$ cat config.mk
export PLATFORM = sky130hd
export DESIGN_NAME = pdwa_fifo
export DESIGN_NICKNAME = d
export VERILOG_FILES = /design/src/rtl/pdwa_fifo.sv
export SDC_FILE = /design/constraint.sdc
export NUM_CORES = 1
export LEC_CHECK = 0
export ABC_CLOCK_PERIOD_IN_PS = 1750
export BUFFER_PORTS_ARGS = -buffer_cell sky130_fd_sc_hd__buf_2
export CAP_MARGIN = 20
export CORE_ASPECT_RATIO = 1.4
export CORE_MARGIN = 3
export CORE_UTILIZATION = 46
export CTS_BUF_LIST = sky130_fd_sc_hd__clkbuf_4 sky130_fd_sc_hd__clkbuf_8
export CTS_CLUSTER_DIAMETER = 120
export DETAILED_ROUTE_END_ITERATION = 8
export GPL_TIMING_DRIVEN = 1
export MAX_ROUTING_LAYER = met4
export PLACE_DENSITY_LB_ADDON = 0.12
export REMOVE_ABC_BUFFERS = 1
export SLEW_MARGIN = 20
export SYNTH_ARGS = -nofsm -noshare
export SYNTH_HDL_FRONTEND = slang
export SYNTH_SLANG_ARGS = --single-unit
$ cat constraint.sdc
create_clock -name clk -period 1.75 [get_ports clk]
set_input_delay 0.2625 -clock clk [delete_from_list [all_inputs] [get_ports clk]]
set_output_delay 0.2625 -clock clk [all_outputs]
set_load 0.02 [all_outputs]
$ cat src/rtl/pdwa_fifo.sv
`default_nettype none
module pdwa_fifo #(
	parameter int WIDTH = 8,
	parameter int DEPTH = 4,
	localparam int PW = (DEPTH > 1) ? $clog2(DEPTH) : 1,
	localparam int CW = $clog2(DEPTH + 1)
) (
	input  wire logic             clk,
	input  wire logic             arst_n,
	input  wire logic             wr_en,
	input  wire logic [WIDTH-1:0] wr_data,
	input  wire logic             rd_en,
	output logic      [WIDTH-1:0] rd_data,
	output logic                  empty,
	output logic                  full,
	output logic      [CW-1:0]    count
);

	logic [WIDTH-1:0] mem [DEPTH];
	logic [PW-1:0]    wptr_q;
	logic [PW-1:0]    rptr_q;
	logic [CW-1:0]    count_q;
	logic             do_wr;
	logic             do_rd;

	assign empty   = (count_q == '0);
	assign full    = (count_q == CW'(DEPTH));
	assign count   = count_q;
	assign rd_data = mem[rptr_q];
	assign do_wr   = wr_en && !full;
	assign do_rd   = rd_en && !empty;

	always_ff @(posedge clk or negedge arst_n) begin
		if (!arst_n) begin
			wptr_q  <= '0;
			rptr_q  <= '0;
			count_q <= '0;
		end else begin
			if (do_wr) begin
				wptr_q <= (wptr_q == PW'(DEPTH - 1)) ? '0 : wptr_q + 1'b1;
			end
			if (do_rd) begin
				rptr_q <= (rptr_q == PW'(DEPTH - 1)) ? '0 : rptr_q + 1'b1;
			end
			if (do_wr && !do_rd) begin
				count_q <= count_q + 1'b1;
			end else if (do_rd && !do_wr) begin
				count_q <= count_q - 1'b1;
			end
		end
	end

	always_ff @(posedge clk) begin
		if (do_wr) begin
			mem[wptr_q] <= wr_data;
		end
	end

endmodule
`default_nettype wire

# Word-level counts from Yosys, hierarchy flattened
# Memories as Yosys holds them, arrays and structs flattened.
# Index checks and enable logic that the tools add are counted.
# classes
n_addsub,4
eq_ne,3
n_mux,6
reduce_logical,10
# op_table
op,n
$mux 3,2
$add 2x1->2 const B,2
$eq 2x2->1 const B,2
$logic_and 1x1->1,4
$logic_not 1->1,4
$mux 2,2
$add 3x1->3 const B,1
$eq 3x3->1 const B,1
$logic_not 3->1,1
$sub 3x1->3 const B,1
$mux 1,2
$reduce_bool 2->1,1
# totals
ff_bits,7
ramBits,32
inputBits,12
word_cells,27
n_memories,1
# memory_table
memory,words,word_bits,rd,rd_clocked_by_memory_dff,write_ports,line,source
mem,4,8,1,0,1,19,logic [WIDTH-1:0] mem [DEPTH];

# Depth between registers and ports, before layout
# logic_depth
depth_word,7
depth_mapped,8

# Least setup slack after synthesis
# No wires, ideal clock.
# synth_timing
kind,flip-flop to flip-flop
startpoint,register count_q[0] (netlist: count[0])
endpoint,register count_q[2] (netlist: count[2])
arrival_ns,2.352
setup_slack_ns,-0.682
stages_incl_launch_ff,9
period_less_slack_ns,2.432
path_cell_list,dfrtp_1 -> nor3_1 -> nand2b_4 -> ha_1 -> inv_1 -> fa_1 -> xor2_1 -> nor2_1 -> xor2_1
# synth_via
elab_chain_cells,6
elab_cells_between_ends,15
# synth_rtl
element,line,source
start: declaration,22,logic [CW-1:0] count_q;
start signal: assignment,46,count_q <= count_q + 1'b1;
start signal: assignment,48,count_q <= count_q - 1'b1;
$logic_not 3->1 *,26,assign empty = (count_q == '0);
via empty,14,"output logic empty,"
$logic_not 1->1 *,31,assign do_rd = rd_en && !empty;
$logic_and 1x1->1 *,31,
$logic_not 1->1,45,if (do_wr && !do_rd) begin
$logic_and 1x1->1,45,
$mux 3 or $reduce_bool 2->1 (tied branches),n/a,
# The timed path passes the listed nets; every way through them passes the cells marked *. The select of a mux whose other input is x is not followed.
# A chain may end at the register's enable or synchronous reset.

# Final worst setup path
# layout_timing
startpoint,register count_q[0] (netlist: count[0])
endpoint,register count_q[1] (netlist: count[1])
# layout_via
elab_chain_cells,6
elab_cells_between_ends,15
# layout_rtl
element,line,source
$eq 3x3->1 *,27,assign full = (count_q == CW'(DEPTH));
$logic_not 1->1 *,30,assign do_wr = wr_en && !full;
$logic_and 1x1->1 *,30,
via do_wr,23,logic do_wr;
$logic_not 1->1,47,end else if (do_rd && !do_wr) begin
$logic_and 1x1->1,47,
$reduce_bool 2->1 (no line),n/a,
# Marked as above.

==> qor.txt <==
Worst Path Buf+Inv: 1
Distinct cells, synth: 19
IO buf count: 24
Final Worst Setup Slack: -0.0581 ns
FF-to-FF path depth: 6
Nets@finish: 144
Dpl hpwl: 1.79 mm
Final hold vios: 0
Drt total wl: 2.57 mm
Antenna violations before repair: 0
Sequential share of the synthesized area: 70.2%
Global route overflow: 0
WHS: 0.187 ns
Die footprint: 4270 sq um
Routed WL per cell: 15.6 microns
Antenna-violating nets left: 0
Largest buffer count on any clock path: 2
Critical Path Sink Type: flop
Mapped Area: 1620 sq um
CP max-delay cell: dfrtp_1
Outcome: finished with violations
Worst path top cell family by delay: adder cells
RSZ-0062 raised after global routing: yes
Hold Path Stages: 1
Critical path type: flop to flop
FF-to-FF Start: count[0]
N_diodes: 0
Leak Pwr: 0.840 nW
Core area: 3240 sq um
Vias: 830
Die width: 56.1 microns
Layout area overhead: 29.7%
CP Max Fanout: 3
Clock Latency Late Sink: 0.28 ns
# setup viols final: 2
Vias per inst: 5.03
Final core occ: 64.7%
Root Buffer: clkbuf_8
Actual slew at the worst max-slew pin: 0.440 ns
DR DRC count: 0
Worst slew margin: 70.7%
FF-to-FF End: count[1]
Critical path's largest stage delay: 0.43 ns
Final period utilization: 103%
Synth Register Bits: 39
Die Ht: 76.2 microns
DP Worst Slack: -0.178 ns
Row Count: 24
Failing checks: setup timing
Routability congestion estimate: 0.656
Worst EP required: 1.92 ns
Syn. warnings: 0
Critical path arrival: 1.98 ns
Reg clk slew, reported paths: 0.07 ns
Crit start category: flop
Maximum VDD drop: 1.20 mV
Worst Hold Class: primary input to flop
CTS buffer count: 5
DR iter-0 viols: 12
Ports: 25
Vias in the first global route: 872
Max-cap violations: 0
Sink Count: 39
PD cells: 1770 nW/um^2
Min cycle time layout: 1.81 ns
Fraction of layout cells with a size suffix above 1: 54.0%
Fmax: 553 MHz
First-pass GRT wire length: 4.17 mm
Min-Delay Startpoint: wr_data[7]
Mapped Avg Cell Area: 20.5 sq um
H-tree Lvls: 2
CTS tree: yes
Pins Over Slew Limit: 0
CP cell instances: nor3b_4 > nor2b_4 > ha_4 > inv_2 > fa_2 > mux2_4
Cell count after synthesis: 79
Initial core utilization: 49.9%
GRT Overall Usage: 13.4%
DR pass1 iterations: 4
Final setup skew: 0.00484 ns
Largest net degree at the start of global routing: 13
R2R setup slack: -0.06 ns
Hold Crit Endpoint: mem[0][7]
Total power: 0.00372 W
synthesized netlist by cell type:
cell,number,share of area [%]
inv_1,3,0.70
nor3_1,1,0.31
nand2b_4,1,0.85
nor2b_4,1,0.85
mux2_4,4,3.7
fa_1,1,1.2
mux2_2,1,0.70
nor2_1,4,0.93
edfxtp_1,32,59
nand2_1,1,0.23
buf_2,1,0.31
ha_1,6,4.6
nor3b_4,1,1.2
mux4_2,8,11
and2_1,3,1.2
dfrtp_1,7,11
clkbuf_1,1,0.23
xnor2_1,1,0.54
xor2_1,2,1.1
flip-flops by register name (all words and copies together) (netlist names):
register  cells
count         3
rptr_q        2
wptr_q        2
mem          32
report_power, final:
group / switching (W) / internal (W)
registers: 0.000166 / 0.00126
clock network: 0.000289 / 0.000272
logic: 0.000755 / 0.000985
repair_timing:
item | CTS | global route
gates cloned | 0 | 0
pin swaps | 4 | 2
setup buffers | 2 | 1
setup endpoints to repair | 4 | 10
hold endpoints to repair | 7 | 0
hold buffers | 1 | 0
gates resized for setup | 7 | 17
placed cells by master (no fill, tap or decap), drive strengths merged, types with 2 or more instances in the layout:
cell    instances
buf            40
edfxtp         32
mux4            8
dfrtp           7
ha              6
mux2            5
clkbuf          5
nor2            4
and2            3
clkinv          3
inv             3
xor2            2
logic make-up after synthesis:
kind of cell,count (synthesis),synth area share (%)
DFF,39,70.2
muxes,13,15.5
and+or+nand+nor,12,5.49
adders and majority gates,7,5.88
buffers and inverters,5,1.24
xor gates and xnor gates,3,1.62
how the worst max path moves through the flow:
stage | startpoint | end | slack, ns | depth (start not counted)
after floorplan | count[0] | count[2] | -0.68 | 8
after global placement | count[1] | count[2] | -0.08 | 8
after detailed placement | count[1] | count[2] | -0.18 | 8
after CTS | count[2] | count[2] | -0.05 | 8
after global routing | count[1] | count[2] | -0.16 | 8
final | count[0] | count[1] | -0.06 | 6
final cells by class:
type	count	area [sq um]
Fill cell	239	1140
Sequential cell	39	1140
Multi-Input combinational cell	35	485
Timing Repair Buffer	41	333
Clock buffer	5	68.8
Tap cell	39	48.8
Clock inverter	3	15.0
Inverter	3	11.3
layer usage:
metal / track usage [%] / up-vias / wire length, microns
met2: 21.9 / 23 / 1400
met4: 4.99 / 0 / 38
met3: 4.75 / 5 / 134
li1: - / 391 / -
met5: - / - / 0
met1: 15.1 / 411 / 996
worst reg2reg max path: stages (launching register included):
cell     delay [ns]
dfrtp_1        0.43
nor3b_4        0.28
nor2b_4        0.08
ha_4           0.17
inv_2          0.05
fa_2           0.41
mux2_4         0.28
stage by stage:
stage | cells | TNS, ns | instance area (sq um)
after floorplan | 77 | -1.58 | 1610
final | 165 | -0.109 | 2100
after CTS | 164 | -0.109 | 2040
after global placement | 153 | -0.128 | 1900
after global routing | 165 | -0.507 | 2100
after detailed placement | 153 | -0.326 | 1900
Note: power is estimated with default switching activity, not from simulation.
