**src/rtl/pdwa_pkg.sv**
```systemverilog
`default_nettype none
package pdwa_pkg;

	localparam int DESTINATIONS_DEF = 16;
	localparam int CAPACITY_DEF     = 64;
	localparam int MAX_WORDS_DEF    = 64;
	localparam int OUT_DEPTH_DEF    = 4;
	localparam int CMD_DEPTH_DEF    = 2;

	localparam int CFG_W  = 7;
	localparam int DIDX_W = 8;
	localparam int CNT_W  = 7;

	localparam logic [2:0] MODE_ADD   = 3'd0;
	localparam logic [2:0] MODE_FLUSH = 3'd1;
	localparam logic [2:0] MODE_FORCE = 3'd2;
	localparam logic [2:0] MODE_ALL   = 3'd3;
	localparam logic [2:0] MODE_QUERY = 3'd4;

	localparam logic KIND_MSG   = 1'b0;
	localparam logic KIND_QUERY = 1'b1;

	localparam logic REG_PERIOD   = 1'b0;
	localparam logic REG_OWN_RANK = 1'b1;

	typedef struct packed {
		logic [2:0]  mode;
		logic [3:0]  destination;
		logic [63:0] value;
		logic [7:0]  tag;
	} in_t;

	typedef struct packed {
		logic        kind;
		logic [63:0] word;
		logic [3:0]  dest_out;
		logic [7:0]  tag_out;
		logic [3:0]  source_rank;
		logic        last;
		logic        needs_flush;
	} out_t;

	typedef struct packed {
		logic              query;
		logic              nf;
		logic [DIDX_W-1:0] dest;
		logic [7:0]        tag;
		logic [CNT_W-1:0]  count;
	} cmd_t;

endpackage
`default_nettype wire

```
**src/rtl/pdwa_back.sv**
```systemverilog
`default_nettype none
module pdwa_back #(
	parameter int CAPACITY  = 64,
	parameter int AW        = 10,
	parameter int OUT_DEPTH = 4,
	localparam int OCW = $clog2(OUT_DEPTH + 1)
) (
	input  wire logic           clk,
	input  wire logic           arst_n,
	input  wire logic           cmd_empty,
	output logic                cmd_pop,
	input  wire pdwa_pkg::cmd_t cmd,
	output logic      [AW-1:0]  ram_raddr,
	input  wire logic [63:0]    ram_rdata,
	input  wire logic [3:0]     own_rank,
	input  wire logic [OCW-1:0] out_count,
	output logic                out_push,
	output pdwa_pkg::out_t      out_data,
	output logic                flush_done
);
	import pdwa_pkg::*;

	logic              stream_q;
	logic [DIDX_W-1:0] dest_q;
	logic [7:0]        tag_q;
	logic [CNT_W-1:0]  cnt_q;
	logic [CNT_W-1:0]  idx_q;

	logic              v_s1;
	logic              query_s1;
	logic              nf_s1;
	logic [3:0]        dest_s1;
	logic [7:0]        tag_s1;
	logic              last_s1;

	logic              space;
	logic              issue_rd;
	logic              last_rd;

	// credit covers the result still in the output stage, a ram word or a query answer
	assign space      = ((OCW + 1)'(out_count) + (OCW + 1)'(v_s1)) < (OCW + 1)'(OUT_DEPTH);
	assign cmd_pop    = !stream_q && !cmd_empty && space;
	assign issue_rd   = stream_q && space;
	assign last_rd    = ((idx_q + 1'b1) == cnt_q);
	assign flush_done = issue_rd && last_rd;
	assign ram_raddr  = AW'(dest_q) * AW'(CAPACITY) + AW'(idx_q);

	always_ff @(posedge clk or negedge arst_n) begin
		if (!arst_n) begin
			stream_q <= 1'b0;
			v_s1     <= 1'b0;
		end else begin
			v_s1 <= (cmd_pop && cmd.query) || issue_rd;
			if (cmd_pop && !cmd.query) begin
				stream_q <= 1'b1;
			end else if (flush_done) begin
				stream_q <= 1'b0;
			end
		end
	end

	always_ff @(posedge clk) begin
		if (cmd_pop) begin
			dest_q   <= cmd.dest;
			tag_q    <= cmd.tag;
			cnt_q    <= cmd.count;
			idx_q    <= '0;
			query_s1 <= 1'b1;
			nf_s1    <= cmd.nf;
			dest_s1  <= cmd.dest[3:0];
			tag_s1   <= '0;
			last_s1  <= 1'b1;
		end else if (issue_rd) begin
			idx_q    <= idx_q + 1'b1;
			query_s1 <= 1'b0;
			nf_s1    <= 1'b0;
			dest_s1  <= dest_q[3:0];
			tag_s1   <= tag_q;
			last_s1  <= last_rd;
		end
	end

	assign out_push = v_s1;

	always_comb begin
		out_data.kind        = query_s1 ? KIND_QUERY : KIND_MSG;
		out_data.word        = query_s1 ? 64'd0 : ram_rdata;
		out_data.dest_out    = dest_s1;
		out_data.tag_out     = tag_s1;
		out_data.source_rank = own_rank;
		out_data.last        = last_s1;
		out_data.needs_flush = nf_s1;
	end

endmodule
`default_nettype wire

```
**config.mk**
```make
export PLATFORM = sky130hd
export DESIGN_NAME = pdwa_back
export DESIGN_NICKNAME = d
export VERILOG_FILES = /design/src/rtl/pdwa_pkg.sv /design/src/rtl/pdwa_back.sv
export SDC_FILE = /design/constraint.sdc
export NUM_CORES = 1
export LEC_CHECK = 0
export BUFFER_PORTS_ARGS = -buffer_cell sky130_fd_sc_hd__buf_4
export CAP_MARGIN = 15
export CORE_UTILIZATION = 30
export CTS_BUF_LIST = sky130_fd_sc_hd__clkbuf_16
export DETAILED_ROUTE_END_ITERATION = 10
export GPL_ROUTABILITY_DRIVEN = 0
export PLACE_DENSITY_LB_ADDON = 0.3
export SYNTH_ARGS = -nofsm -noshare
export SYNTH_HDL_FRONTEND = slang
export SYNTH_SLANG_ARGS = --single-unit
```
**constraint.sdc**
```tcl
create_clock -name clk -period 6.5 [get_ports clk]
set_clock_uncertainty 0.05 [all_clocks]
set_input_delay 0.325 -clock clk [delete_from_list [all_inputs] [get_ports clk]]
set_output_delay 0.325 -clock clk [all_outputs]
set_load 0.02 [all_outputs]
```
* Yosys cells after proc, flatten, opt, wreduce, memory -nomap -nowiden
Cells that the tools add are included.
** Storage, ports and cells
- Flip-flop bits (word level) :: 43
- Input bits :: 99
** Operators by class
- Add/subtract/negate cells :: 3
- $lt $le $gt $ge :: 1
- Eq/ne operators :: 1
- Mux-type cells :: 8
- Reductions and logical operators :: 12
** Operator list (count)
- $mux W64 :: 1
- $add A10 B7 Y10 :: 1
- $mux W4 :: 2
- $add A7 B1 Y7 const B :: 1
- $eq A7 B7 Y1 :: 1
- $logic_and A1 B1 Y1 :: 6
- $mux W1 :: 5
- $add A3 B1 Y4 :: 1
- $lt A4 B3 Y1 const B :: 1
- $reduce_bool A2 Y1 :: 2
- $logic_not A1 Y1 :: 3
- $logic_or A1 B1 Y1 :: 1

* Logic depth before layout (Yosys ltp)
Gate-level depths: netlist of run 1.
- Depth in word-level cells :: 6
- Depth in mapped cells :: 6
- Mapped depth without buffers :: 6

* Least setup slack after synthesis of run 1
Ideal clock, no wire load.
- Path type :: flip-flop to flip-flop
- Start point :: reg v_s1 (netlist: out_push)
- End point :: reg cnt_q[0], enable pin
- Setup time :: 399 ps
- Data arrival time :: 2049 ps
- Setup slack :: 4002 ps
- Cell stages (with the launch flop) :: 4
- Cell sequence :: dfrtp_1 and3_1 nor4_2 clkbuf_1
** On the way
- Cells in the longest elaborated chain, start to end :: 3
** Ends and longest elaborated chain
- start, declared :: line pdwa_back.sv:29 : logic v_s1;
- start signal, assigned :: line pdwa_back.sv:53 : v_s1 <= (cmd_pop && cmd.query) || issue_rd;
- $add A3 B1 Y4 :: line pdwa_back.sv:41 : assign space = ((OCW + 1)'(out_count) + (OCW + 1)'(v_s1)) < (OCW + 1)'(OUT_DEPTH);
- $lt A4 B3 Y1 :: line pdwa_back.sv:41
- $logic_and A1 B1 Y1 :: line pdwa_back.sv:42 : assign cmd_pop = !stream_q && !cmd_empty && space;
- via cmd_pop :: line pdwa_back.sv:11 : output logic cmd_pop,
- end signal, assigned :: line pdwa_back.sv:66 : cnt_q <= cmd.count;
- end, declared :: line pdwa_back.sv:26 : logic [CNT_W-1:0] cnt_q;
The timed path passes the listed nets, and every way through them passes these cells.
A chain may end at the register's enable or synchronous reset.

* Worst setup path after layout of run 1
- Start point :: reg v_s1 (netlist: out_push)
- End point :: out flush_done
** On the way
- Cells in the longest elaborated chain, start to end :: 4
** Ends and longest elaborated chain
- $add A3 B1 Y4 :: line pdwa_back.sv:41
- $lt A4 B3 Y1 :: line pdwa_back.sv:41
- $logic_and A1 B1 Y1 :: line pdwa_back.sv:43 : assign issue_rd = stream_q && space;
- $logic_and A1 B1 Y1 :: line pdwa_back.sv:45 : assign flush_done = issue_rd && last_rd;
- end, declared :: line pdwa_back.sv:19 : output logic flush_done
No other way between the ends.

==> flow_summary_export.csv, run 1 <==
group,metric,value,unit
final_layout,final_common_cell,"buf_4",
synth,synth_area_leaders,"edfxtp_1 (32%), nor2b_1 (18%), dfxtp_1 (15%)",
timing,period_share,0.449,
clock_network,clockBufferDepth,2,
route,vias_per_cell,4.27,
clock_network,htreeDepth,2,
final_layout,area_growth,66.4,%
power,combPwrFrac,0.481,
synth,yosysWarnings,0,
synth,ys_ff_latch,43,
global_routing,grt_pass1_vias,1795,
route,drt_pass1_iterations,4,
timing,setup_slack,3.58,ns
clock_network,path_clk_slew,0.06,ns
placement,dp_hpwl,5110,um
critical_path,r2r_setup_slack,4.18,ns
synth,yosysTopAreaCellShare,0.318,
final_layout,drive_gt1_frac,0.514,
final_layout,post-route-util,0.517,
route,wl_per_cell,13.7,um
route,vias,2093,
timing,finalMaxSlewViolations,0,
floorplan,core,7290,um2
power,power.internal,783,uW
floorplan,start_util,0.311,
power,switching_power,522,uW
power,switching_share,0.400,
critical_path,r2r_cells,5,
power,p_per_area,346,nW/um2
clock_network,post-cts-setup-buffer-count,0,
timing,tightest_slew,1.12,ns
timing,fmax,0.342,GHz
floorplan,die_height,88.9,um
clock_network,clkLatencyLatePin,0.27,ns
synth,synth_area,2260,um2
timing,rsz0062_at_grt,"no",
power,pwr-share-seq,0.342,
route,drtIter0Drc,43,
clock_network,cts-resized-gates,0,
critical_path,cp-start-kind,"flop",
clock_network,cts.sinks,43,
final_layout,diodes,0,
final_layout,final_cell_mix,"buf_4 (183), nor2b_1 (64), edfxtp_1 (24)",
route,postRouteAntennaNets,0,
floorplan,num_rows,31,
run,drv_cap,0,
critical_path,end_kind,"output port",
clock_network,cts_root_buf,"clkbuf_16",
floorplan,die_w,88.9,um
synth,synth_nets,327,
synth,synth_top_area_cell,"edfxtp_1",
global_routing,grt_first_pass_wirelength,8990,um
clock_network,cts_tree,"built",
floorplan,dieArea,7900,um2
final_layout,fin_nets,492,
timing,finalSetupViolations,0,
placement,post-place-ws,3.81,ns
clock_network,cts_hold_buf,1,
route,remaining_drc_errors,0,
clock_network,numCtsBuffers,5,
timing,setup_tns,0,ns
global_routing,grt_overflow,0,
power,p_leak,0.00177,uW
power,ir_drop,0.175,mV
critical_path,arrival,2.55,ns
global_routing,gr-usage-all-layers,0.153,
route,wl,6720,um
critical_path,path_class,"reg2out",
placement,io_buffers,182,
global_routing,antenna_found_initial,0,
synth,syn-mean-instance-area,10.1,um2
global_routing,grt_max_degree,67,
floorplan,io_pins,195,
power,p_clk_frac,0.177,
run_status,status,"completed",
timing,hold_violations,0,
timing,maxSlewHeadroom,0.254,
hold_path,hold_depth,1,
hold_path,min_path_type,"in2reg",
critical_path,worst_ep_required_time,6.12,ns
critical_path,crit_fanout,15,
synth,synth_cell_types,32,
timing,post-route-min-period,2.92,ns
synth,synth-seq-area-share,0.491,
synth,syn_inst,225,
per-layer routing:
metal	part of all wire	GRT usage	vias up
li1	-	-	1060
met1	0.44	0.205	940
met2	0.48	0.236	88
met3	0.076	0.0438	5
met4	0.0079	0.0484	0
met5	0	0	-
sequential cells by signal, summed over array words and instances (netlist names):
| name | count |
|---|---|
| out_push | 1 |
| stream_q | 1 |
| dest_s1 | 4 |
| query_s1 | 1 |
| dest_q | 4 |
| tag_q | 8 |
| last_s1 | 1 |
| cnt_q | 7 |
| idx_q | 7 |
| nf_s1 | 1 |
| tag_s1 | 8 |
cells by family after synthesis:
group / after synthesis / share of synthesized area
mux: 4 / 0.0199
flops: 43 / 0.491
simple gates: 115 / 0.294
compound gates: 17 / 0.0481
buf+inv: 28 / 0.0729
xor+xnor: 15 / 0.0580
fa+ha+maj: 3 / 0.0166
worst max-delay path, cell delays in order (launching register included):
cell,delay (ns)
dfrtp_1,0.38
and3_1,0.24
nor3b_2,0.84
nand4_1,0.23
a221oi_2,0.37
buf_4,0.21
cell type report:
cell class	instances	area [um2]
Tap cell	99	124
Sequential cell	43	1110
Clock buffer	5	125
Timing Repair Buffer	184	1380
Fill cell	691	3520
Inverter	2	7.51
Multi-Input combinational cell	154	1000
Clock inverter	3	12.5
synth_stat cells, drive strengths merged:
| master | n |
|---|---|
| o211ai | 2 |
| o21a | 1 |
| nand2 | 23 |
| inv | 2 |
| nand4 | 5 |
| nor4 | 1 |
| nand3 | 3 |
| or4b | 1 |
| mux2 | 4 |
| dfrtp | 2 |
| nor3 | 2 |
| and2 | 1 |
| a21o | 1 |
| a221oi | 1 |
| nand2b | 3 |
| and3 | 1 |
| a211o | 1 |
| nor2 | 7 |
| buf | 15 |
| a21oi | 11 |
| xnor2 | 8 |
| xor2 | 7 |
| or3b | 3 |
| clkbuf | 11 |
| edfxtp | 24 |
| ha | 3 |
| nor3b | 1 |
| nor2b | 64 |
| dfxtp | 17 |
path summary, 6_finish.rpt:
check | start | end
worst min register to register | tag_s1[7] | tag_s1[7]
worst min-delay path | cmd[13] | tag_q[6]
min in group asynchronous | arst_n | out_push
max in group asynchronous | arst_n | stream_q
worst max register to register | out_push | stream_q
worst max-delay path | out_push | flush_done
power by group through the flow:
| stage | sequential, uW | clock (uW) | combinational (uW) |
|---|---|---|---|
| floorplan | 434 | 0 | 383 |
| global placement | 449 | 0 | 628 |
| detailed placement | 452 | 0 | 633 |
| CTS | 447 | 238 | 635 |
| global route | 461 | 250 | 674 |
| finish | 447 | 231 | 627 |
through the flow:
| step | instance area (um2) | hold WS, ns | instances | power (uW) |
|---|---|---|---|---|
| floorplan | 2260 | -0.0206 | 225 | 817 |
| detailed placement | 3620 | 0.0593 | 481 | 1080 |
| CTS | 3770 | 0.165 | 490 | 1320 |
| finish | 3770 | 0.173 | 490 | 1300 |
| global placement | 3620 | 0.0588 | 481 | 1080 |
| global route | 3770 | 0.160 | 490 | 1380 |
Note: power is estimated with default switching activity, not from simulation.
==> run 2, diff against run 1 <==
==> constraint.sdc (replaced) <==
create_clock -name clk -period 2.92 [get_ports clk]
set_clock_uncertainty 0.05 [all_clocks]
set_input_delay 0.146 -clock clk [delete_from_list [all_inputs] [get_ports clk]]
set_output_delay 0.146 -clock clk [all_outputs]
set_load 0.02 [all_outputs]
==> run 2 against run 1 <==
Net effect:
- sequential power grew 110%
- routed wire length rose by 4.8%
- via count grew 3.2%
- highest routed layer unchanged
- first-iteration DRC count rose to 2.8 times the previous value
- critical path type unchanged
- final cell count grew 4.1%
- clock power up 120%
==> flow_summary_export.csv, run 2 (synthesized netlist as in run 1, its figures left out) <==
group,metric,value,unit
run_status,status,"completed",
route,wl_per_cell,13.8,um
power,power,2950,uW
critical_path,reg2reg_to,"stream_q",
timing,period_share,0.878,
clock_network,clkLatencyLatePin,0.28,ns
critical_path,crit_path_start,"idx_q[0]",
power,combPwrFrac,0.502,
final_layout,reg.largest.list,"tag_q x8, tag_s1 x8",
route,remaining_drc_errors,0,
critical_path,cp-start-kind,"flop",
critical_path,endpoint,"flush_done",
route,wl,7050,um
power,switching_power,1180,uW
global_routing,gr-usage-all-layers,0.168,
critical_path,worst_ep_required_time,2.72,ns
power,switching_share,0.401,
global_routing,use_met1,0.222,
run,drv_cap,0,
floorplan,core,7290,um2
global_routing,antenna_found_initial,0,
final_layout,diodes,0,
final_layout,area_growth,74.8,%
critical_path,r2r_cells,6,
final_layout,fin_nets,512,
power,pwr-share-seq,0.322,
route,vias,2160,
final_layout,final_common_cell,"buf_4",
floorplan,die_height,88.9,um
clock_network,cts_root_buf,"clkbuf_16",
power,p_per_area,745,nW/um2
global_routing,met3_usage,0.0420,
power,power.internal,1770,uW
global_routing,grt_pass1_vias,1950,
timing,finalMaxSlewViolations,0,
global_routing,met2_usage,0.271,
timing,finalSetupViolations,0,
global_routing,grt_first_pass_wirelength,9960,um
timing,hold_violations,0,
timing,maxSlewHeadroom,0.616,
power,p_clk_frac,0.175,
timing,post-route-min-period,2.56,ns
final_layout,final_cell_mix,"buf_4 (186), nor2b_1 (64), edfxtp_1 (24)",
hold_path,min_path_type,"in2reg",
clock_network,path_clk_slew,0.06,ns
floorplan,io_pins,195,
global_routing,gr-max-usage-layer,"met2",
route,vias_per_cell,4.24,
critical_path,path_class,"reg2out",
clock_network,post-cts-setup-buffer-count,0,
power,p_leak,0.00185,uW
clock_network,cts_tree,"built",
global_routing,grt_overflow,0,
power,ir_drop,0.398,mV
route,postRouteAntennaNets,0,
floorplan,num_rows,31,
floorplan,dieArea,7900,um2
critical_path,arrival,2.37,ns
timing,tightest_slew,0.577,ns
timing,fmax,0.390,GHz
clock_network,htreeDepth,2,
floorplan,start_util,0.311,
final_layout,drive_gt1_frac,0.494,
timing,rsz0062_at_grt,"no",
critical_path,r2r_setup_slack,0.77,ns
critical_path,crit_fanout,7,
clock_network,numCtsBuffers,5,
critical_path,r2r_start,"idx_q[0]",
global_routing,grt_max_degree,38,
route,drtIter0Drc,120,
critical_path,end_kind,"output port",
clock_network,cts.sinks,43,
clock_network,clockBufferDepth,2,
route,drt_pass1_iterations,4,
floorplan,die_w,88.9,um
timing,setup_tns,0,ns
placement,dp_hpwl,5370,um
placement,io_buffers,182,
-- run 2: metal layers --
layer | vias up | share of wire
li1 | 1099 | -
met1 | 971 | 0.43
met2 | 84 | 0.48
met3 | 6 | 0.072
met4 | 0 | 0.013
met5 | - | 0
-- run 2: how the worst min path moves through the flow --
stage | to | depth (start not counted) | slack, ns | start
after global placement | out_push | 1 | -0.12 | arst_n
after global routing | dest_q[2] | 1 | 0.001 | cmd[17]
final | dest_q[0] | 1 | 0.006 | cmd[15]
after detailed placement | stream_q | 1 | -0.12 | arst_n
after CTS | dest_q[0] | 1 | 0.0005 | cmd[15]
after floorplan | out_push | 0 | -0.20 | arst_n
-- run 2: stage by stage --
stage / util / cells / setup WS [ns] / area [um2] / hold WS, ns
2_1_floorplan: - / 225 / 0.422 / 2260 / -0.200
3_3_place_gp: 0.499 / 484 / 0.705 / 3640 / -0.120
3_5_place_dp: 0.499 / 484 / 0.646 / 3640 / -0.118
4_1_cts: 0.542 / 509 / 0.347 / 3950 / 0.000506
5_1_grt: 0.543 / 510 / 0.205 / 3960 / 0.00104
6_report: 0.543 / 510 / 0.355 / 3960 / 0.00597
-- run 2: final cells by class --
class	count	area, um2
sequential	43	1110
clock inverter	3	11.3
timing repair buffer	204	1580
tap	99	124
inverter	2	7.51
fill	671	3330
multi-input combinational	154	1000
clock buffer	5	125
-- run 2: critical path: stages (launching register included) --
cell	delay, ns
dfxtp_1	0.47
ha_1	0.32
nand2b_1	0.12
o211ai_1	0.15
or3b_2	0.46
a221oi_2	0.35
buf_4	0.21
-- run 2: power by group through the flow --
stage / clock (uW) / combinational, uW / sequential (uW)
after detailed placement: 0 / 1470 / 959
after global placement: 0 / 1460 / 957
after global routing: 562 / 1590 / 981
after CTS: 530 / 1490 / 951
final: 517 / 1480 / 950
after floorplan: 0 / 852 / 967
-- run 2: what timing repair did --
item                      CTS  global route
hold endpoints to repair   18             1
gates resized for setup     0             0
hold buffers               17             1
